**src/rce_pkg.sv**
```systemverilog
// Shared types and constants for the Roberts cross edge filter.
// No dependencies; the top level, front end, back end and testbench refer to this package by scoped names.
package rce_pkg;

  // Field widths
  localparam int PIX_W     = 8;
  localparam int COORD_W   = 10;
  localparam int CFG_W     = 11;
  localparam int CFG_IDX_W = 1;
  localparam int GRAD_W    = PIX_W + 1;
  localparam int SQ_W      = 2 * PIX_W;
  localparam int ENERGY_W  = SQ_W + 1;
  localparam int SQRT_STG  = (ENERGY_W + 1) / 2;

  // Defaults for the top-level parameters
  localparam int LINE_DEPTH_DEF = 1024;
  localparam int ROW_LIMIT_DEF  = 1024;
  localparam int MID_DEPTH_DEF  = 4;
  localparam int OUT_DEPTH_DEF  = 16;

  // Register reset value and register indexes
  localparam logic [CFG_W-1:0]     DIM_RESET        = CFG_W'(1024);
  localparam logic [CFG_IDX_W-1:0] REG_IMAGE_WIDTH  = 1'b0;
  localparam logic [CFG_IDX_W-1:0] REG_IMAGE_HEIGHT = 1'b1;

  localparam logic [PIX_W-1:0] PIX_MAX = '1;

  // Position and end-of-frame flag carried with each result
  typedef struct packed {
    logic [COORD_W-1:0] col;
    logic [COORD_W-1:0] row;
    logic               frame_last;
  } tag_t;

  // Item handed from the front to the back
  typedef struct packed {
    logic signed [GRAD_W-1:0] gx;
    logic signed [GRAD_W-1:0] gy;
    tag_t                     tag;
  } grad_item_t;

  // Finished result
  typedef struct packed {
    logic [PIX_W-1:0] edge_value;
    tag_t             tag;
  } edge_item_t;

endpackage

```
**src/rce_queue.sv**
```systemverilog
// Small first-in first-out queue of generic width, held in flip-flops.
// No dependencies.
module rce_queue #(
  parameter int WIDTH = 8,
  parameter int DEPTH = 4
) (
  input  logic                       clk,
  input  logic                       rst_n,
  input  logic                       push_i,
  input  logic [WIDTH-1:0]           data_i,
  input  logic                       pop_i,
  output logic [WIDTH-1:0]           data_o,
  output logic                       empty_o,
  output logic [$clog2(DEPTH+1)-1:0] count_o
);

  localparam int PW = $clog2(DEPTH);
  localparam int CW = $clog2(DEPTH + 1);

  logic [WIDTH-1:0] mem_r [DEPTH];
  logic [PW-1:0]    wr_ptr_r, wr_ptr_nxt;
  logic [PW-1:0]    rd_ptr_r, rd_ptr_nxt;
  logic [CW-1:0]    count_r, count_nxt;
  logic             do_push, do_pop;

  assign do_push = push_i && (count_r != CW'(DEPTH));
  assign do_pop  = pop_i && (count_r != '0);

  // Advance pointers and occupancy
  always_comb begin
    wr_ptr_nxt = wr_ptr_r;
    rd_ptr_nxt = rd_ptr_r;
    count_nxt  = count_r;
    if (do_push) begin
      wr_ptr_nxt = (wr_ptr_r == PW'(DEPTH - 1)) ? '0 : wr_ptr_r + 1'b1;
    end
    if (do_pop) begin
      rd_ptr_nxt = (rd_ptr_r == PW'(DEPTH - 1)) ? '0 : rd_ptr_r + 1'b1;
    end
    if (do_push && !do_pop) begin
      count_nxt = count_r + 1'b1;
    end else if (do_pop && !do_push) begin
      count_nxt = count_r - 1'b1;
    end
  end

  always_ff @(posedge clk) begin
    if (!rst_n) begin
      wr_ptr_r <= '0;
      rd_ptr_r <= '0;
      count_r  <= '0;
    end else begin
      wr_ptr_r <= wr_ptr_nxt;
      rd_ptr_r <= rd_ptr_nxt;
      count_r  <= count_nxt;
    end
  end

  // Store the pushed item
  always_ff @(posedge clk) begin
    if (do_push) begin
      mem_r[wr_ptr_r] <= data_i;
    end
  end

  assign data_o  = mem_r[rd_ptr_r];
  assign empty_o = (count_r == '0);
  assign count_o = count_r;

  // Upstream must never push into a full queue
  a_no_overflow: assert property (@(posedge clk) disable iff (!rst_n)
    !(push_i && (count_r == CW'(DEPTH))))
    else $error("queue pushed while full");

endmodule

```
**src/rce_back.sv**
```systemverilog
// Back end: gradient energy, pipelined square root, saturation, result queue.
// Depends on rce_pkg and rce_queue.
module rce_back #(
  parameter int OUT_DEPTH = rce_pkg::OUT_DEPTH_DEF
) (
  input  logic                clk,
  input  logic                rst_n,
  input  logic                mid_empty_i,
  input  rce_pkg::grad_item_t mid_item_i,
  output logic                mid_pop_o,
  input  logic                pop_i,
  output logic                empty_o,
  output rce_pkg::edge_item_t out_item_o
);

  localparam int EW  = rce_pkg::ENERGY_W;
  localparam int NSQ = rce_pkg::SQRT_STG;
  localparam int LAT = NSQ + 2;
  localparam int IW  = $clog2(LAT + 1);
  localparam int OCW = $clog2(OUT_DEPTH + 1);

  logic                         sa_valid_r;
  logic [rce_pkg::SQ_W-1:0]     sa_sqx_r, sa_sqy_r;
  rce_pkg::tag_t                sa_tag_r;
  logic                         sb_valid_r;
  logic [EW-1:0]                sb_v_r;
  rce_pkg::tag_t                sb_tag_r;
  logic                         sq_valid_r [NSQ];
  logic [EW-1:0]                sq_v_r     [NSQ];
  logic [EW-1:0]                sq_root_r  [NSQ];
  rce_pkg::tag_t                sq_tag_r   [NSQ];

  logic signed [2*rce_pkg::GRAD_W-1:0] sqx, sqy;
  logic [IW-1:0]                inflight_r, inflight_nxt;
  logic [OCW-1:0]               out_count;
  logic                         done;
  logic [EW-1:0]                root_fin;
  rce_pkg::edge_item_t          fin_item;

  // Issue only while the result queue has room for everything in flight
  assign mid_pop_o = !mid_empty_i && ((int'(out_count) + int'(inflight_r)) < OUT_DEPTH);
  assign done      = sq_valid_r[NSQ-1];

  always_comb begin
    inflight_nxt = inflight_r;
    if (mid_pop_o && !done) begin
      inflight_nxt = inflight_r + 1'b1;
    end else if (done && !mid_pop_o) begin
      inflight_nxt = inflight_r - 1'b1;
    end
  end

  // Square both gradients, then sum
  assign sqx = mid_item_i.gx * mid_item_i.gx;
  assign sqy = mid_item_i.gy * mid_item_i.gy;

  always_ff @(posedge clk) begin
    if (!rst_n) begin
      inflight_r <= '0;
      sa_valid_r <= 1'b0;
      sb_valid_r <= 1'b0;
    end else begin
      inflight_r <= inflight_nxt;
      sa_valid_r <= mid_pop_o;
      sb_valid_r <= sa_valid_r;
    end
  end

  always_ff @(posedge clk) begin
    sa_sqx_r <= sqx[rce_pkg::SQ_W-1:0];
    sa_sqy_r <= sqy[rce_pkg::SQ_W-1:0];
    sa_tag_r <= mid_item_i.tag;
    sb_v_r   <= {1'b0, sa_sqx_r} + {1'b0, sa_sqy_r};
    sb_tag_r <= sa_tag_r;
  end

  // Square root, one result bit per stage
  for (genvar k = 0; k < NSQ; k++) begin : g_sqrt
    localparam logic [EW-1:0] BIT = EW'(1) << (2 * (NSQ - 1 - k));
    logic          valid_in;
    logic [EW-1:0] v_in, root_in;
    logic [EW:0]   trial;
    rce_pkg::tag_t tag_in;

    if (k == 0) begin : g_first
      assign valid_in = sb_valid_r;
      assign v_in     = sb_v_r;
      assign root_in  = '0;
      assign tag_in   = sb_tag_r;
    end else begin : g_next
      assign valid_in = sq_valid_r[k-1];
      assign v_in     = sq_v_r[k-1];
      assign root_in  = sq_root_r[k-1];
      assign tag_in   = sq_tag_r[k-1];
    end

    assign trial = {1'b0, root_in} + {1'b0, BIT};

    always_ff @(posedge clk) begin
      if (!rst_n) begin
        sq_valid_r[k] <= 1'b0;
      end else begin
        sq_valid_r[k] <= valid_in;
      end
    end

    always_ff @(posedge clk) begin
      sq_tag_r[k] <= tag_in;
      if (trial <= {1'b0, v_in}) begin
        sq_v_r[k]    <= v_in - trial[EW-1:0];
        sq_root_r[k] <= (root_in >> 1) + BIT;
      end else begin
        sq_v_r[k]    <= v_in;
        sq_root_r[k] <= root_in >> 1;
      end
    end
  end

  // Saturate and queue the result
  assign root_fin = sq_root_r[NSQ-1];

  always_comb begin
    fin_item.edge_value = (root_fin > EW'(rce_pkg::PIX_MAX)) ? rce_pkg::PIX_MAX
                                                             : root_fin[rce_pkg::PIX_W-1:0];
    fin_item.tag        = sq_tag_r[NSQ-1];
  end

  rce_queue #(
    .WIDTH ($bits(rce_pkg::edge_item_t)),
    .DEPTH (OUT_DEPTH)
  ) u_out_q (
    .clk     (clk),
    .rst_n   (rst_n),
    .push_i  (done),
    .data_i  (fin_item),
    .pop_i   (pop_i),
    .data_o  (out_item_o),
    .empty_o (empty_o),
    .count_o (out_count)
  );

  a_credit: assert property (@(posedge clk) disable iff (!rst_n)
    (int'(out_count) + int'(inflight_r)) <= OUT_DEPTH)
    else $error("items in flight exceed result queue room");

endmodule

```
**config.mk**
```make
export PLATFORM = sky130hd
export DESIGN_NAME = rce_back
export DESIGN_NICKNAME = d
export VERILOG_FILES = /design/src/rce_pkg.sv /design/src/rce_queue.sv /design/src/rce_back.sv
export SDC_FILE = /design/constraint.sdc
export NUM_CORES = 1
export LEC_CHECK = 0
export BUFFER_PORTS_ARGS = -buffer_cell sky130_fd_sc_hd__buf_2
export CAP_MARGIN = 25
export CORE_MARGIN = 1
export CORE_UTILIZATION = 30
export DETAILED_ROUTE_END_ITERATION = 12
export HOLD_SLACK_MARGIN = 0.08
export REMOVE_ABC_BUFFERS = 1
export SYNTH_ARGS = -nofsm -noshare
export SYNTH_HDL_FRONTEND = slang
export SYNTH_SLANG_ARGS = --single-unit
export TNS_END_PERCENT = 50
```
**constraint.sdc**
```tcl
create_clock -name clk -period 17.3 [get_ports clk]
set_input_delay 3.46 -clock clk [delete_from_list [all_inputs] [get_ports clk]]
set_output_delay 3.46 -clock clk [all_outputs]
set_load 0.01 [all_outputs]
```
; After elaboration in Yosys (flattened, before gate mapping)
; Memories as Yosys holds them, arrays and structs flattened. A register that Yosys moved wholly into a read port is not among the register bits.
; Index checks and enable logic that the tools add are counted.
[totals]
memories = 5
latchBits = 0
romBits = 0
wordCells = 179
reg_bits = 110
ram_bits = 968
input_bits = 43
[op_classes]
multipliers = 2
order_cmp = 11
n_addsub = 33
n_mux = 67
n_shift = 0
reduce_logical = 16
eq_ne = 3
n_bitwise = 27
n_div = 0
[memory_table]
columns = memory, depth, width, rd, rd_ports_with_merged_regs, write_ports, line_no
row1 = u_out_q.mem_r, 16, 29, 1, 1, 1, rce_queue.sv:20  ; logic [WIDTH-1:0] mem_r [DEPTH];
row2 = sq_tag_r, 9, 21, 9, 0, 9, rce_back.sv:31  ; rce_pkg::tag_t sq_tag_r [NSQ];
row3 = sq_root_r, 9, 17, 9, 0, 9, rce_back.sv:30  ; logic [EW-1:0] sq_root_r [NSQ];
row4 = sq_v_r, 9, 17, 8, 0, 9, rce_back.sv:29  ; logic [EW-1:0] sq_v_r [NSQ];
row5 = sq_valid_r, 9, 1, 9, 0, 9, rce_back.sv:28  ; logic sq_valid_r [NSQ];
[ops]
columns = op, n
row1 = 2-to-1 mux 17 bit, 18
row2 = less-or-equal comparator 18 x 17 -> 1 bit, 8
row3 = subtractor 17 bit, 8
row4 = 2-to-1 mux 1 bit, 40
row5 = multiplier 9 x 9 -> 16 bit, 2
row6 = OR 1 bit, 27
row7 = 2-to-1 mux 4 bit, 6
row8 = adder 17 x 1 -> 18 bit (second input constant), 1
row9 = adder 17 x 11 -> 18 bit (second input constant), 1
row10 = adder 17 x 13 -> 18 bit (second input constant), 1
row11 = adder 17 x 15 -> 18 bit (second input constant), 1
row12 = adder 17 x 3 -> 18 bit (second input constant), 1
row13 = adder 17 x 5 -> 18 bit (second input constant), 1
row14 = adder 17 x 7 -> 18 bit (second input constant), 1
row15 = adder 17 x 9 -> 18 bit (second input constant), 1
row16 = adder 16 x 1 -> 17 bit (second input constant), 1
row17 = adder 16 x 11 -> 17 bit (second input constant), 1
row18 = adder 16 x 13 -> 17 bit (second input constant), 1
row19 = adder 16 x 15 -> 17 bit (second input constant), 1
row20 = adder 16 x 16 -> 17 bit, 1
row21 = adder 16 x 3 -> 17 bit (second input constant), 1
row22 = adder 16 x 5 -> 17 bit (second input constant), 1
row23 = adder 16 x 7 -> 17 bit (second input constant), 1
row24 = adder 16 x 9 -> 17 bit (second input constant), 1
row25 = other kinds (18), 33

; Longest topological paths before layout
[depth]
ltp_word = 7
mapped_depth = 21
ltp_nobuf = 21

; Hierarchy
; A second synthesis with hierarchy kept.
[hier_totals]
hier_cells = 2398
area_unflattened_um2 = 36707.7
[by_module_without_submodules]
columns = mod, seq_area_each_um2, area_per_inst_um2, cells_each, n_inst
row1 = rce_back, 9489.1, 18420.2, 1578, 1
row2 = rce_queue, 14273.7, 18287.5, 820, 1

; Least setup slack after synthesis
; OpenSTA, ideal clock, no wires.
[synth_path]
path_type = input to register
start = input mid_item_i[27] in the netlist's numbering
end = register sa_sqy_r[14] in the netlist's numbering
arrival_ns = 7.955
required_ns = 17.228
setup_time_ns = 0.072
cell_stages = 18
setup_slack_ns = 9.273
path_cell_list = clkbuf_1 -> and2_1 -> inv_1 -> fa_1 -> inv_1 -> fa_1 -> inv_1 -> fa_1 -> inv_1 -> fa_1 -> fa_1 -> ha_1 -> o21ai_0 -> nor2_1 -> or4_1 -> a31o_2 -> a21oi_1 -> xnor2_1
[synth_between]
elab_chain_cells = 1
[synth_lines]
columns = element, line_no
row1 = from (decl), rce_back.sv:9  ; input rce_pkg::grad_item_t mid_item_i,
row2 = multiplier 9 x 9 -> 16 bit, rce_back.sv:55  ; assign sqy = mid_item_i.gy * mid_item_i.gy;
row3 = "net sqy, one bit", rce_back.sv:33  ; logic signed [2*rce_pkg::GRAD_W-1:0] sqx, sqy;
row4 = to (signal assigned), rce_back.sv:71  ; sa_sqy_r <= sqy[rce_pkg::SQ_W-1:0];
row5 = to (decl), rce_back.sv:23  ; logic [rce_pkg::SQ_W-1:0] sa_sqx_r, sa_sqy_r;
; The timed path passes the listed nets, and every way through them passes these cells.
; A chain may end at the register's enable or synchronous reset.

; Worst setup path after layout
[layout_path]
start = input mid_empty_i
end = output mid_pop_o
[layout_between]
elab_chain_cells = 2
[layout_lines]
columns = element, line_no
row1 = from (decl), rce_back.sv:8  ; input logic mid_empty_i,
row2 = zero test 1 bit, rce_back.sv:41  ; assign mid_pop_o = !mid_empty_i && ((int'(out_count) + int'(inflight_r)) < OUT_DEPTH);
row3 = logical AND 1 bit, rce_back.sv:41
row4 = to (decl), rce_back.sv:10  ; output logic mid_pop_o,
; No other way between the ends.

==> summary.txt <==
Timing
  • Setup WS post-layout: 9.377 ns
  • Slew Limit Headroom: 36.20%
  • Fin crit share: 45.80%
  • Worst Max-Slew Pin Slew: 0.9571 ns
  • Max-slew violations: 0
  • Setup TNS: 0 ns
  • Final Hold Fails: 0
  • RSZ-0062 raised after global routing: false
  • Final setup viols: 0
  • Fmax: 126.2 MHz
  • Skew final: 0.05803 ns
  • Tmin final: 7.923 ns

Setup path
  • Crit. End Element: output pin
  • Worst r2r path cells: 12
  • Data arrival, critical path: 4.46 ns
  • Type of origin of the critical path: input port
  • Critical path class: input port to output pin
  • Worst Path Required: 13.84 ns
  • Register-to-register setup slack: 13.87 ns
  • CP Max Fanout: 3

Die
  • Initial core utilization: 30.25%
  • Core ar.: 121700 sq um
  • Die W: 352.3 microns
  • Die area: 124100 sq um
  • Chip height: 352.3 microns
  • I/O pins: 74
  • Row count: 128

Clock network
  • Post-CTS sizing: 0
  • Total CTS buffers: 94
  • Clock sinks: 955
  • Hold buffer count at CTS: 0
  • Clock Latency Late Sink: 0.68 ns
  • Setup bufs post-CTS: 0
  • Clock Path Buffers: 3
  • CTS tree: yes
  • H-tree depth: 3
  • Clock Tree Root: clkbuf_16
  • CTS clk-pin slew, worst paths: 0.06 ns

Cells and area
  • Final core utilization: 35.07%
  • Finished Cell Area: 42680 sq um
  • Fillers: 11.64k
  • FF/Latch Area: 23770 sq um
  • Layout cells sized above 1: 17.54%
  • Area Overhead vs Synth: 15.93%
  • Fin nets: 2839
  • Antenna fix cells: 0
  • Area of the multi-input gates: 12030 sq um

Min path
  • Worst hold path cell count: 0
  • Hold Crit Class: flop to flop

Global routing
  • Largest net degree at the start of global routing: 60
  • Initial antenna violation count: 3
  • Total track usage: 10.73%
  • First-pass GRT wire length: 104.4 mm
  • Vias in the first global route: 18.66k
  • Final global-route overflow total: 0

Synthesis
  • YS warnings: 0
  • Distinct cells, synth: 66
  • Top-count cell post-synth: dfxtp_1
  • Avg Synthesized Cell Area: 15.57 sq um
  • Yosys top cell by area: edfxtp_1
  • Ranking of synthesized cells by area: edfxtp_1 (38%), dfxtp_1 (27%), mux4_2 (8.9%), ha_1 (6.4%), fa_1 (5.7%)
  • Post-synth EDFFs: 464
  • Top FF cell, synth: dfxtp_1
  • Post-synthesis sequential area ratio: 64.55%
  • Area of the mapped netlist: 36820 sq um
  • Mapped Cells: 2365
  • Ys async rst share: 0%
  • Post-synthesis register bit count: 955
  • Top-area cell type share of the netlist area: 37.85%
  • Most common library cells after synthesis: dfxtp_1 (491), edfxtp_1 (464), inv_1 (233), ha_1 (189), mux4_2 (145)

Outcome
  • Status: completed

Routing
  • DRC violation count after routing: 0
  • Routed vias/inst: 4.307
  • DR iter-0 viols: 1136
  • First drt pass iteration count: 5
  • Via count: 18.12k
  • Final WL: 65.93 mm
  • Drt wl/cell: 15.67 microns
  • ANT nets after route: 0

Placement
  • Post-DP HPWL: 39.46 mm
  • Port Buffer Count: 73
  • Place WS: 9.024 ns
  • Placer Congestion: 0.8110
  • Placement Cell Area: 39260 sq um

Power
  • Power Total: 6.954 mW
  • Static leakage power: 16.00 nW
  • Max rail drop VDD: 0.0001035 V
  • Pwr per Cell Area: 162.9 nW/um^2

Run
  • Max_cap viols: 0
## routing by layer
layer  part of all wire, %  track usage, %  up-vias
li1                      -               -     8657
met1                    45           14.20     9039
met2                    48           17.72      323
met3                   4.7           2.153      103
met4                   2.3           3.209        0
met5                     0               0        -
## cell usage in the layout (no fill, tap or decap), types with 7 or more instances in the layout
cell type	Yosys	layout
dfxtp_1	491	487
edfxtp_1	464	464
inv_1	233	233
ha_1	189	189
mux4_2	145	145
fa_1	104	104
clkbuf_16	0	100
nand2_1	90	90
xnor2_1	81	81
buf_2	13	73
nor2_1	82	70
a21oi_1	55	55
o21ai_0	53	53
and2_1	43	43
xor2_1	33	33
nor2b_1	28	28
buf_4	3	22
nor3_1	25	21
clkinv_2	0	20
a21o_1	18	18
nand3_1	17	17
o21a_1	17	17
nor4_1	17	17
clkbuf_1	34	15
nand2b_1	13	13
nor2_4	0	12
bufinv_16	0	11
or2_2	10	10
clkbuf_8	0	9
or3_1	8	8
o21ai_1	7	7
## cell families (layout without fill, tap and decap cells)
kind of cell	Yosys count	in the layout	synth area share, %
buf+inv	289	507	3.086
fa+ha+maj	293	293	12.08
xor+xnor	114	114	2.712
compound gates	200	200	3.412
mux	153	153	9.112
simple gates	360	360	5.043
other cells	1	1	0.01019
flops	955	955	64.55
## per-stage QoR
| stage | hold WS (ns) | instances |
|---|---|---|
| finish | 0.2898 | 4208 |
| global route | 0.2981 | 4208 |
| CTS | 0.2943 | 4207 |
| detailed placement | 0.3121 | 4031 |
| global placement | 0.3095 | 4030 |
| floorplan | 0.3096 | 2310 |
## power breakdown
part | internal, mW | switching, mW
Clock | 1.28 | 0.871
Combinational | 0.951 | 1.00
Sequential | 2.67 | 0.183
## critical path: stages
cell	delay, ns
buf_2	0.10
a2111oi_0	0.65
buf_2	0.26
## final cells by class
| cell class | count | area share [%] |
|---|---|---|
| Clock buffer | 124 | 6.285 |
| Inverter | 234 | 2.058 |
| Multi-Input combinational cell | 1121 | 28.19 |
| Sequential cell | 955 | 55.70 |
| Clock inverter | 52 | 1.671 |
| Timing Repair Buffer | 97 | 1.334 |
| Tap cell | 1625 | 4.764 |
## flip-flops by register name, indices dropped and copies added (netlist names), named ones only
| signal | cells |
|---|---|
| u_out_q.mem_r | 464 |
| sq_tag_r | 189 |
| sq_v_r | 136 |
| sq_root_r | 45 |
| g_sqrt.tag_in | 21 |
| sa_tag_r | 21 |
| g_sqrt.v_in | 17 |
| sa_sqx_r | 15 |
| sa_sqy_r | 15 |
| sq_valid_r | 9 |
| u_out_q.count_o | 5 |
| inflight_r | 4 |
| u_out_q.rd_ptr_r | 4 |
| u_out_q.wr_ptr_r | 4 |
| g_sqrt.valid_in | 1 |
| sa_valid_r | 1 |
## final timing paths
kind / startpoint / to
min: g_sqrt[0].tag_in[8]$_DFF_P_ / sq_tag_r[0][8]$_DFF_P_
max reg2reg: u_out_q.count_o[1]$_SDFFE_PN0P_ / inflight_r[3]$_SDFFE_PN0P_
min reg2reg: g_sqrt[0].tag_in[8]$_DFF_P_ / sq_tag_r[0][8]$_DFF_P_
max: mid_empty_i / mid_pop_o
Power figures use the tool's default switching activity.
