File: src/rce_queue.sv
// Small first-in first-out queue of generic width, held in flip-flops.
// No dependencies.
module rce_queue #(
  parameter int WIDTH = 8,
  parameter int DEPTH = 4
) (
  input  logic                       clk,
  input  logic                       rst_n,
  input  logic                       push_i,
  input  logic [WIDTH-1:0]           data_i,
  input  logic                       pop_i,
  output logic [WIDTH-1:0]           data_o,
  output logic                       empty_o,
  output logic [$clog2(DEPTH+1)-1:0] count_o
);

  localparam int PW = $clog2(DEPTH);
  localparam int CW = $clog2(DEPTH + 1);

  logic [WIDTH-1:0] mem_r [DEPTH];
  logic [PW-1:0]    wr_ptr_r, wr_ptr_nxt;
  logic [PW-1:0]    rd_ptr_r, rd_ptr_nxt;
  logic [CW-1:0]    count_r, count_nxt;
  logic             do_push, do_pop;

  assign do_push = push_i && (count_r != CW'(DEPTH));
  assign do_pop  = pop_i && (count_r != '0);

  // Advance pointers and occupancy
  always_comb begin
    wr_ptr_nxt = wr_ptr_r;
    rd_ptr_nxt = rd_ptr_r;
    count_nxt  = count_r;
    if (do_push) begin
      wr_ptr_nxt = (wr_ptr_r == PW'(DEPTH - 1)) ? '0 : wr_ptr_r + 1'b1;
    end
    if (do_pop) begin
      rd_ptr_nxt = (rd_ptr_r == PW'(DEPTH - 1)) ? '0 : rd_ptr_r + 1'b1;
    end
    if (do_push && !do_pop) begin
      count_nxt = count_r + 1'b1;
    end else if (do_pop && !do_push) begin
      count_nxt = count_r - 1'b1;
    end
  end

  always_ff @(posedge clk) begin
    if (!rst_n) begin
      wr_ptr_r <= '0;
      rd_ptr_r <= '0;
      count_r  <= '0;
    end else begin
      wr_ptr_r <= wr_ptr_nxt;
      rd_ptr_r <= rd_ptr_nxt;
      count_r  <= count_nxt;
    end
  end

  // Store the pushed item
  always_ff @(posedge clk) begin
    if (do_push) begin
      mem_r[wr_ptr_r] <= data_i;
    end
  end

  assign data_o  = mem_r[rd_ptr_r];
  assign empty_o = (count_r == '0);
  assign count_o = count_r;

  // Upstream must never push into a full queue
  a_no_overflow: assert property (@(posedge clk) disable iff (!rst_n)
    !(push_i && (count_r == CW'(DEPTH))))
    else $error("queue pushed while full");

endmodule

File: config.mk
export PLATFORM = sky130hd
export DESIGN_NAME = rce_queue
export DESIGN_NICKNAME = d
export VERILOG_FILES = /design/src/rce_queue.sv
export SDC_FILE = /design/constraint.sdc
export NUM_CORES = 1
export LEC_CHECK = 0
export ABC_AREA = 1
export CAP_MARGIN = 40
export CORE_MARGIN = 2
export CORE_UTILIZATION = 58
export DETAILED_ROUTE_END_ITERATION = 7
export DONT_BUFFER_PORTS = 1
export PLACE_DENSITY_LB_ADDON = 0.12
export SLEW_MARGIN = 15
export SYNTH_ARGS = -nofsm -noshare
export SYNTH_HDL_FRONTEND = slang
export SYNTH_SLANG_ARGS = --single-unit
File: constraint.sdc
create_clock -name clk -period 3.8 [get_ports clk]
set_clock_uncertainty 0.15 [all_clocks]
set_input_delay 0.57 -clock clk [delete_from_list [all_inputs] [get_ports clk]]
set_output_delay 0.57 -clock clk [all_outputs]
set_load 0.01 [all_outputs]
# Word-level counts from Yosys, hierarchy flattened
# Memories as Yosys holds them, arrays and structs flattened. A register that Yosys moved wholly into a read port is not among the register bits.
# Cells that the tools add are included.
# totals
mem_bits_rw	32
n_memories	1
input_bits	12
reg_bits	7
elab_cells	28
output_inout_bits	12
# mem_list
name	depth	word_bits	rd	rd_clocked_by_memory_dff	write_ports	line_no	source
mem_r	4	8	1	1	1	20	logic [WIDTH-1:0] mem_r [DEPTH];
# op_classes
addsub	4
muxes	8
eq_ne	3
n_reduce_logical	9
# ops
op	count
$mux W2	4
$mux W3	2
$add A2 B1 Y2 const B	2
$eq A2 B2 Y1 const B	2
$logic_and A1 B1 Y1	4
$add A3 B1 Y3 const B	1
$logic_not A3 Y1	1
$ne A3 B3 Y1 const B	1
$reduce_bool A3 Y1	1
$sub A3 B1 Y3 const B	1
$logic_not A1 Y1	2
$mux W1	2
$reduce_bool A2 Y1	1

# Depth between registers and ports, before layout
# Gate-level depths: netlist (run 1).
# depth
ltp_word	6
depth_mapped	13
depth_no_buf	13

# Worst setup path after synthesis (run 1)
# OpenSTA, ideal clock, no wires.
# synth_path
path_type	flip-flop to flip-flop
startpoint	register count_r[1], in the netlist count_o[1]
endpoint	register count_r[1], in the netlist count_o[1]
t_required_ns	3.534
path_buffers	0
synth_period_minus_slack_ns	1.917
setup_time_ns	0.116
arrival_ns	1.651
slack_ns	1.883
stages_incl_launch_ff	10
cell_sequence	dfxtp_1 -> nor2_1 -> nand2_1 -> nand2_1 -> inv_1 -> ha_1 -> inv_1 -> fa_1 -> o21ai_0 -> nor2_1
# synth_between
word_cells_on_any_way	13
cone_classes	add/sub: 2; eq/ne: 1; mux: 2; reduce/logical: 8
# synth_lines
element	line_no	source
start, declared	23	logic [CW-1:0] count_r, count_nxt;
start signal, assigned	55	count_r <= count_nxt;
$ne A3 B3 Y1	26	assign do_push = push_i && (count_r != CW'(DEPTH));
$logic_and A1 B1 Y1	26	
net do_push	24	logic do_push, do_pop;
$logic_and A1 B1 Y1	40	if (do_push && !do_pop) begin
$mux W3	40	
net count_nxt[1]	23	
# The timed path passes the listed nets, and every way through them passes these cells. The select of a mux whose other input is x is not followed.
# A chain may end at the register's enable or synchronous reset.

==> results of run 1 <==
-- worst max-delay path, delay by kind of cell, from the launching register on --
kind / cells / cell delay, ns
compound gates: 2 / 0.38
buf+inv: 1 / 0.26
flops: 1 / 0.68
-- power by group through the flow --
stage                     logic, mW  registers (mW)  clock network, mW
after floorplan               0.291           0.613                  0
after global placement        0.318           0.635                  0
after detailed placement      0.341           0.638                  0
after CTS                     0.341           0.628              0.245
after global routing          0.383           0.638              0.261
final                         0.335           0.626              0.237
-- cell usage in the layout (no fill, tap or decap) --
cell and n:
dfxtp_1 9, clkbuf_4 5, nand4_1 1, a21oi_1 2
inv_2 1, o21ai_2 2, nand3_1 1, nor2_2 2
clkbuf_16 1, edfxtp_1 32, nand2_1 15, o21ai_1 2
clkinv_2 1, ha_1 6, clkbuf_1 1, o22ai_1 8
fa_1 1, nand3b_1 1, inv_1 17, o21ai_0 14
nor2_1 31
-- final cells by class --
type	count	area, µm²	share of cell area
multi-input cells	86	457	0.257
well taps	31	38.8	0.0218
flip-flops and latches	41	1140	0.643
clock inverters	1	5.00	0.00282
clock buffers	7	66.3	0.0374
inverters	18	67.6	0.0381
-- how the worst min path moves through the flow --
stage                                   from                       end  slack [ns]  depth (start not counted)
global placement    rd_ptr_r[1]$_SDFFE_PN0P_  rd_ptr_r[1]$_SDFFE_PN0P_        0.37                          4
floorplan           rd_ptr_r[1]$_SDFFE_PN0P_                 flip-flop        0.35                          4
CTS                                data_i[0]     mem_r[0][0]$_DFFE_PP_        0.15                          0
global route                       data_i[0]     mem_r[3][0]$_DFFE_PP_        0.14                          0
finish                             data_i[0]     mem_r[0][0]$_DFFE_PP_        0.16                          0
detailed placement  rd_ptr_r[1]$_SDFFE_PN0P_  rd_ptr_r[1]$_SDFFE_PN0P_        0.39                          4
-- layer usage --
metal  share of wire  routed length (µm)  GRT usage  vias to the layer above
li1                -                   -          -                      510
met1            0.41                1090      0.194                      474
met2            0.52                1390      0.323                       30
met3           0.060                 160     0.0580                        5
met4           0.016                  44     0.0897                        0
met5               0                   0          0                        -
-- sequential cells by signal (all words and copies together) (netlist names), named ones only --
| name | count |
|---|---|
| wr_ptr_r | 2 |
| rd_ptr_r | 2 |
| mem_r | 32 |
| count_o | 3 |
-- Yosys cell counts --
| master | count |
|---|---|
| a21oi_1 | 2 |
| fa_1 | 1 |
| dfxtp_1 | 9 |
| buf_6 | 2 |
| nand4_1 | 1 |
| o21ai_2 | 2 |
| ha_1 | 6 |
| o21ai_1 | 2 |
| nor2_2 | 2 |
| nand3b_1 | 1 |
| nand2_1 | 15 |
| inv_1 | 17 |
| edfxtp_1 | 32 |
| o21ai_0 | 14 |
| nor2_1 | 31 |
| o22ai_1 | 8 |
| nand3_1 | 1 |
| inv_2 | 1 |
-- metrics by stage --
step,std cells,hold WS (ns),power [mW]
2_1_floorplan,147,0.351,0.904
3_3_place_gp,176,0.370,0.953
3_5_place_dp,176,0.387,0.979
4_1_cts,184,0.151,1.21
5_1_grt,184,0.140,1.28
6_report,184,0.165,1.20
-- cell families after synthesis --
family,count (synthesis)
buffers and inverters,20
AOI/OAI and AO/OA,28
DFF,41
adders and majority gates,7
and+or+nand+nor,51
==> flow_metrics.tcl, run 1 <==
set metrics [dict create \
    seq_area_frac_synth 0.676 \
    final.fill_count 222 \
    slew_violations 0 \
    numCtsBuffers 5 \
    outcome "complete, no violations" \
    hold_viol_final 0 \
    max_freq_mhz 421 \
    clkLatencyLatePin_ns 0.33 \
    portBuffers 0 \
    syn_inst 147 \
    clk_pin_slew_ns 0.12 \
    pre_cts_slack_ns 1.67 \
    ir_drop_mv 0.562 \
    yosys.area.top_type "edfxtp_1" \
    avgSynthCellArea_um2 11.5 \
    die_x_um 57.9 \
    hold_buffers 0 \
    grt.overflow.total 0 \
    post-route-drc-count 0 \
    relSlewSlack 0.473 \
    synth_nets 166 \
    fp.dieArea_um2 3360 \
    synth.distinct_cells 18 \
    area_growth_pct 5.19 \
    slowest_delay_ns 0.68 \
    clockPowerShare 0.198 \
    reg2reg_slack_ns 1.68 \
    setup_viol 0 \
    clock_path_buffers 2 \
    crit_chain "inv_2, o21ai_0, o22ai_1" \
    cpMaxStageDelayCell "dfxtp_1" \
    utilization 0.644 \
    yosys_warnings 0 \
    cellPowerDensity_nw_per_um2 675 \
    die_y_um 57.9 \
    drt-total-wl_um 2690 \
    first_global_vias 979 \
    grt_max_degree 18 \
    swShare 0.351 \
    synth-seq-cells 41 \
    hp-class "in2reg" \
    grt.total_usage 0.182 \
    postCtsSetupRepairBufs 0 \
    design.core.area_um2 2760 \
    max-cap-violations 0 \
    reg2reg_from "count_o[1]$_SDFFE_PN0P_" \
    period_minus_slack_ns 2.38 \
    cp.arrival_ns 1.66 \
    gp_congestion 0.793 \
    synth_area_um2 1690 \
    htree_num_levels 2 \
    synth_top_family_by_area "simple AND/OR/NAND/NOR gates" \
    synth_area_leaders "edfxtp_1 57%, dfxtp_1 11%, nor2_1 6.9%, ha_1 4.4%, o21ai_0 4.2%" \
    crit_path_start_kind "flip-flop" \
    r2r_end "count_o[1]$_SDFFE_PN0P_" \
    antenna_found_initial 0 \
    crit_path_end_kind "output pin" \
    final_area_um2 1780 \
    drt-vias-per-instance 5.54 \
    grt_pass1_wl_um 4350 \
    critPathMaxFanout 17 \
    root_buffer "clkbuf_4" \
    cts_resized 0 \
    crit_end "data_o[3]" \
    fin_ws_ns 1.42 \
    drt_iter0_markers 21 \
    num_antenna_cells 0 \
    rsz0062_at_grt "false" \
    crit_required_ns 3.08 \
    initial_utilization 0.612 \
    synth_top_area_share 0.569 \
    worst-setup-path-type "reg2out" \
    synthXorXnorAreaFrac 0 \
    ant_nets 0 \
    synth-compound-area-share 0.0934 \
    row_count 19 \
    drtPass1Iterations 4 \
    synth_mux_area_frac 0 \
    clock_sinks 41 \
    cellLeakagePower_nw 0.678 \
    pwr-share-seq 0.522 \
    routedWlPerCell_um 14.6 \
    pwr-share-comb 0.280 \
    finalCritPeriodShare 0.626 \
    via_count 1019 \
    cts_tree "yes" \
    fin_tns_setup_ns 0 \
    tightest_slew_ns 0.787 \
    r2r_cells 9 \
    placed_cell_area_um2 1700 \
    yosys.area_share.simple 0.121 \
    synthAdderAreaFrac 0.0563 \
    pin_count 24 \
    total_switching_power_mw 0.421 \
    layout-drive-gt1-share 0.0784 \
    intPower_mw 0.777 \
    dp_hpwl_um 1890 \
    fin_nets 171 \
]
No activity file was read; power rests on OpenSTA's default activity.
==> run 2: changes to the inputs <==
clock period = 2.4 ns   (was 3.8 ns; I/O delays follow)
==> run 2 against run 1 <==
Effect of this change: first-iteration DRC count grew 38%; global-route usage grew 0.64 points; register-to-register slack lost 1.4 ns; final cell count grew 8.2%; critical endpoint is now count_o[1]$_SDFFE_PN0P_.
==> flow_metrics.tcl, run 2 (synthesized netlist as in run 1, its figures left out) <==
set metrics [dict create \
    critPathMaxFanout 7 \
    reg2reg_slack_ns 0.28 \
    pre_cts_slack_ns 0.301 \
    grt.total_usage 0.188 \
    hp-class "in2reg" \
    grt.overflow.total 0 \
    intPower_mw 1.19 \
    portBuffers 0 \
    layout-drive-gt1-share 0.101 \
    path_buf_inv 2 \
    dp_hpwl_um 1860 \
    largest_register "mem_r" \
    mostFrequentLayoutCells "32 x edfxtp_1, 31 x nor2_1, 17 x inv_1, 15 x nand2_1, 14 x o21ai_0" \
    hold_end "wr_ptr_r[1]$_SDFFE_PN0P_" \
    hold_depth 3 \
    numCtsBuffers 5 \
    clk_pin_slew_ns 0.11 \
    cpMaxStageDelayCell "fa_1" \
    post-route-drc-count 0 \
    fin_nets 186 \
    via_count 1057 \
    crit_chain "nor2_1, nand2_1, nand2_1, inv_1, ha_1, inv_1, fa_1, o21ai_0, nor2_1" \
    max-cap-violations 0 \
    cts_resized 0 \
    root_buffer "clkbuf_4" \
    die_y_um 57.9 \
    drt-vias-per-instance 5.31 \
    use_met3 0.0737 \
    rsz0062_at_grt "false" \
    htree_num_levels 2 \
    cts_tree "yes" \
    drtPass1Iterations 3 \
    pwr-share-seq 0.520 \
    hold_viol_final 0 \
    crit_required_ns 2.49 \
    outcome "complete, no violations" \
    total_switching_power_mw 0.683 \
    pin_count 24 \
    relSlewSlack 0.792 \
    power.total_mw 1.88 \
    period_minus_slack_ns 2.12 \
    first_global_vias 1035 \
    crit_path_end_kind "flip-flop" \
    initial_utilization 0.612 \
    cellLeakagePower_nw 0.739 \
    die_x_um 57.9 \
    fp.dieArea_um2 3360 \
    drt-total-wl_um 2730 \
    grt_max_degree 17 \
    finalCritPeriodShare 0.883 \
    multi_input_area_um2 457 \
    swShare 0.364 \
    clockPowerShare 0.169 \
    largest_reg_flops 32 \
    r2r_end "count_o[1]$_SDFFE_PN0P_" \
    setup_viol 0 \
    area_growth_pct 12.4 \
    dp_cells 181 \
    use_met1 0.204 \
    met2_usage 0.323 \
    r2r_cells 9 \
    slew_violations 0 \
    final.fill_count 227 \
    ir_drop_mv 0.924 \
    fin_ws_ns 0.280 \
    crit_path_start_kind "flip-flop" \
    cellPowerDensity_nw_per_um2 989 \
    design.core.area_um2 2760 \
    pwr-share-comb 0.311 \
    reg2reg_from "count_o[1]$_SDFFE_PN0P_" \
    grt_pass1_wl_um 4510 \
    clkLatencyLatePin_ns 0.34 \
    routedWlPerCell_um 13.7 \
    max_freq_mhz 472 \
    gp_congestion 0.794 \
    layout_commonest_cell "edfxtp_1" \
    cp.arrival_ns 2.21 \
    fin_tns_setup_ns 0 \
    antenna_found_initial 0 \
    num_antenna_cells 0 \
    drt_iter0_markers 29 \
    tightest_slew_ns 0.311 \
    row_count 19 \
    hold_slack_ns 0.0615 \
    regArea_um2 1140 \
    ant_nets 0 \
    final_cells 199 \
    crit_family "adder cells" \
    worst-setup-path-type "reg2reg" \
    slowest_delay_ns 0.42 \
    min_from "push_i" \
    clock_sinks 41 \
    grt-busiest-layer "met2" \
    clock_path_buffers 2 \
]
run 2: worst register-to-register path: stages (launching register included):
cell and delay (ns):
dfxtp_1 0.39, nor2_1 0.16, nand2_1 0.10, nand2_1 0.19, inv_1 0.07, ha_1 0.21, inv_1 0.08, fa_1 0.42
o21ai_0 0.19, nor2_1 0.06
run 2: final cells by class:
cell class,count,area share
tap,31,0.0204
clock buffer,5,0.0198
timing repair buffer,15,0.0726
clock inverter,3,0.00923
sequential,41,0.602
inverter,18,0.0356
multi-input combinational,86,0.241
run 2: worst max-delay path by stage:
stage | startpoint | endpoint | slack [ns] | depth (start not counted)
floorplan | count_o[1]$_SDFFE_PN0P_ | count_o[1]$_SDFFE_PN0P_ | 0.48 | 9
global placement | count_o[1]$_SDFFE_PN0P_ | count_o[1]$_SDFFE_PN0P_ | 0.38 | 9
detailed placement | count_o[1]$_SDFFE_PN0P_ | count_o[1]$_SDFFE_PN0P_ | 0.30 | 9
CTS | count_o[1]$_SDFFE_PN0P_ | count_o[1]$_SDFFE_PN0P_ | 0.28 | 9
global route | count_o[1]$_SDFFE_PN0P_ | count_o[1]$_SDFFE_PN0P_ | 0.08 | 9
finish | count_o[1]$_SDFFE_PN0P_ | count_o[1]$_SDFFE_PN0P_ | 0.28 | 9
run 2: per-stage QoR:
step	cell area [µm²]	util
final	1900	0.688
after global routing	1900	0.688
after detailed placement	1740	0.632
after floorplan	1690	-
after global placement	1740	0.632
after CTS	1890	0.684
run 2: routing by layer:
| layer | vias up | wire length [µm] |
|---|---|---|
| met3 | 4 | 140 |
| li1 | 540 | - |
| met4 | 0 | 49 |
| met1 | 489 | 1120 |
| met5 | - | 0 |
| met2 | 24 | 1430 |
run 2: power by group through the flow:
stage / sequential [mW] / clock [mW] / combinational [mW]
3_3_place_gp: 0.991 / 0 / 0.539
4_1_cts: 0.978 / 0.333 / 0.590
5_1_grt: 0.995 / 0.366 / 0.661
2_1_floorplan: 0.971 / 0 / 0.461
3_5_place_dp: 0.994 / 0 / 0.568
6_report: 0.976 / 0.318 / 0.583
run 2: repair_timing:
action | 4_1_cts | 5_1_grt
endpoints found under the hold margin | 41 | 1
hold buffers | 9 | 1
buffers inserted | 0 | 0
==> run 3: changes to the inputs <==
RECOVER_POWER = 100   (was default)
SLEW_MARGIN = default   (was 15)
==> run 3 against run 2 <==
Effect of this change: die area stayed put; hold slack worse by 0.00071 ns; global-route usage stayed put; total power is 0.48% lower; setup slack better by 0.00069 ns; first-iteration DRC count is 14% lower; cell area is 0.79% lower; core utilization is 0.54 points lower; clock power hardly changed; combinational power is 2% lower; largest cell class unchanged.
==> flow_metrics.tcl, run 3 (synthesized netlist as in run 1, its figures left out) <==
set metrics [dict create \
    reg2reg_slack_ns 0.28 \
    portBuffers 0 \
    drtPass1Iterations 4 \
    cp.arrival_ns 2.21 \
    clkLatencyLatePin_ns 0.34 \
    root_buffer "clkbuf_4" \
    cellLeakagePower_nw 0.722 \
    htree_num_levels 2 \
    finalCritPeriodShare 0.883 \
    fp.dieArea_um2 3360 \
    clk_pin_slew_ns 0.11 \
    final_area_um2 1880 \
    dp_hpwl_um 1860 \
    path_buf_inv 2 \
    num_antenna_cells 0 \
    tightest_slew_ns 0.543 \
    critPathMaxFanout 7 \
    use_met1 0.204 \
    slowest_delay_ns 0.42 \
    crit_start "count_o[1]$_SDFFE_PN0P_" \
    outcome "complete, no violations" \
    design.core.area_um2 2760 \
    drt_iter0_markers 25 \
    placed_cell_area_um2 1740 \
    layout_commonest_cell "edfxtp_1" \
    gp_congestion 0.794 \
    worst-setup-path-type "reg2reg" \
    ir_drop_mv 0.923 \
    cts_tree "yes" \
    largest_reg_flops 32 \
    relSlewSlack 0.638 \
    grt.total_usage 0.188 \
    slew_violations 0 \
    grt_pass1_wl_um 4510 \
    max-cap-violations 0 \
    routedWlPerCell_um 13.8 \
    layout-drive-gt1-share 0.0774 \
    drt-vias-per-instance 5.32 \
    met2_usage 0.323 \
    mostFrequentLayoutCells "32 x edfxtp_1, 31 x nor2_1, 17 x inv_1, 15 x nand2_1, 15 x o21ai_0" \
    r2r_end "count_o[1]$_SDFFE_PN0P_" \
    grt-busiest-layer "met2" \
    row_count 19 \
    cpMaxStageDelayCell "fa_1" \
    clock_path_buffers 2 \
    pin_count 24 \
    crit_path_end_kind "flip-flop" \
    drt-total-wl_um 2740 \
    hp-class "in2reg" \
    fin_nets 186 \
    r2r_cells 9 \
    max_freq_mhz 472 \
    first_global_vias 1035 \
    crit_required_ns 2.49 \
    reg2reg_from "count_o[1]$_SDFFE_PN0P_" \
    crit_family "adder cells" \
    setup_viol 0 \
    clock_sinks 41 \
    use_met3 0.0737 \
    antenna_found_initial 0 \
    hold_viol_final 0 \
    period_minus_slack_ns 2.12 \
    crit_chain "nor2_1, nand2_1, nand2_1, inv_1, ha_1, inv_1, fa_1, o21ai_0, nor2_1" \
    crit_path_start_kind "flip-flop" \
    crit_end "count_o[1]$_SDFFE_PN0P_" \
    fin_tns_setup_ns 0 \
    rsz0062_at_grt "false" \
    die_x_um 57.9 \
    cellPowerDensity_nw_per_um2 992 \
    path_depth 9 \
    post-route-drc-count 0 \
    area_growth_pct 11.5 \
    ant_nets 0 \
    grt.overflow.total 0 \
    initial_utilization 0.612 \
    via_count 1058 \
    largest_register "mem_r" \
    grt_max_degree 17 \
    die_y_um 57.9 \
    numCtsBuffers 5 \
]
-- run 3: final cells by class --
| class | instances | area, µm² |
|---|---|---|
| Clock inverter | 3 | 17.5 |
| Inverter | 18 | 67.6 |
| Tap cell | 31 | 38.8 |
| Fill cell | 229 | 876 |
| Timing Repair Buffer | 15 | 123 |
| Sequential cell | 41 | 1140 |
| Multi-Input combinational cell | 86 | 457 |
| Clock buffer | 5 | 37.5 |
-- run 3: worst register-to-register path: cells and delay by family, from the launching register on --
kind | cells | cell delay [ns]
simple gates | 4 | 0.51
compound gates | 1 | 0.19
fa+ha+maj | 2 | 0.63
flops | 1 | 0.39
buf+inv | 2 | 0.15
-- run 3: repair_timing --
item / CTS / global route
hold buffers: 9 / 1
endpoints found under the hold margin: 41 / 1
resized for setup: 0 / 0
buffers inserted: 0 / 0
-- run 3: stage by stage --
stage,instances,total power [mW],hold WS [ns],setup WS (ns),util
final,199,1.87,0.0608,0.280,0.682
after detailed placement,181,1.56,0.309,0.301,0.632
after global placement,181,1.53,0.309,0.382,0.632
after floorplan,147,1.43,0.309,0.483,-
after global routing,199,2.01,0.0190,0.0849,0.682
after CTS,198,1.90,0.0158,0.276,0.684
-- run 3: how the worst min path moves through the flow --
stage                          from                  endpoint  cells past startpoint
after CTS                    push_i  wr_ptr_r[1]$_SDFFE_PN0P_                      2
after floorplan           data_i[0]     mem_r[0][0]$_DFFE_PP_                      0
after detailed placement  data_i[0]     mem_r[3][0]$_DFFE_PP_                      0
after global placement    data_i[2]     mem_r[3][2]$_DFFE_PP_                      0
final                        push_i  wr_ptr_r[1]$_SDFFE_PN0P_                      3
after global routing         push_i  wr_ptr_r[1]$_SDFFE_PN0P_                      3
-- run 3: where the power goes --
part           switching, mW  leakage (nW)  total [mW]  internal, mW
sequential            0.0936         0.368       0.976         0.882
clock                  0.206        0.0326       0.317         0.111
combinational          0.382         0.322       0.574         0.191
-- run 3: metal layers --
| layer | routed length (µm) | up-vias |
|---|---|---|
| met3 | 158 | 4 |
| met5 | 0 | - |
| met1 | 1110 | 486 |
| met2 | 1420 | 28 |
| met4 | 49 | 0 |
| li1 | - | 540 |
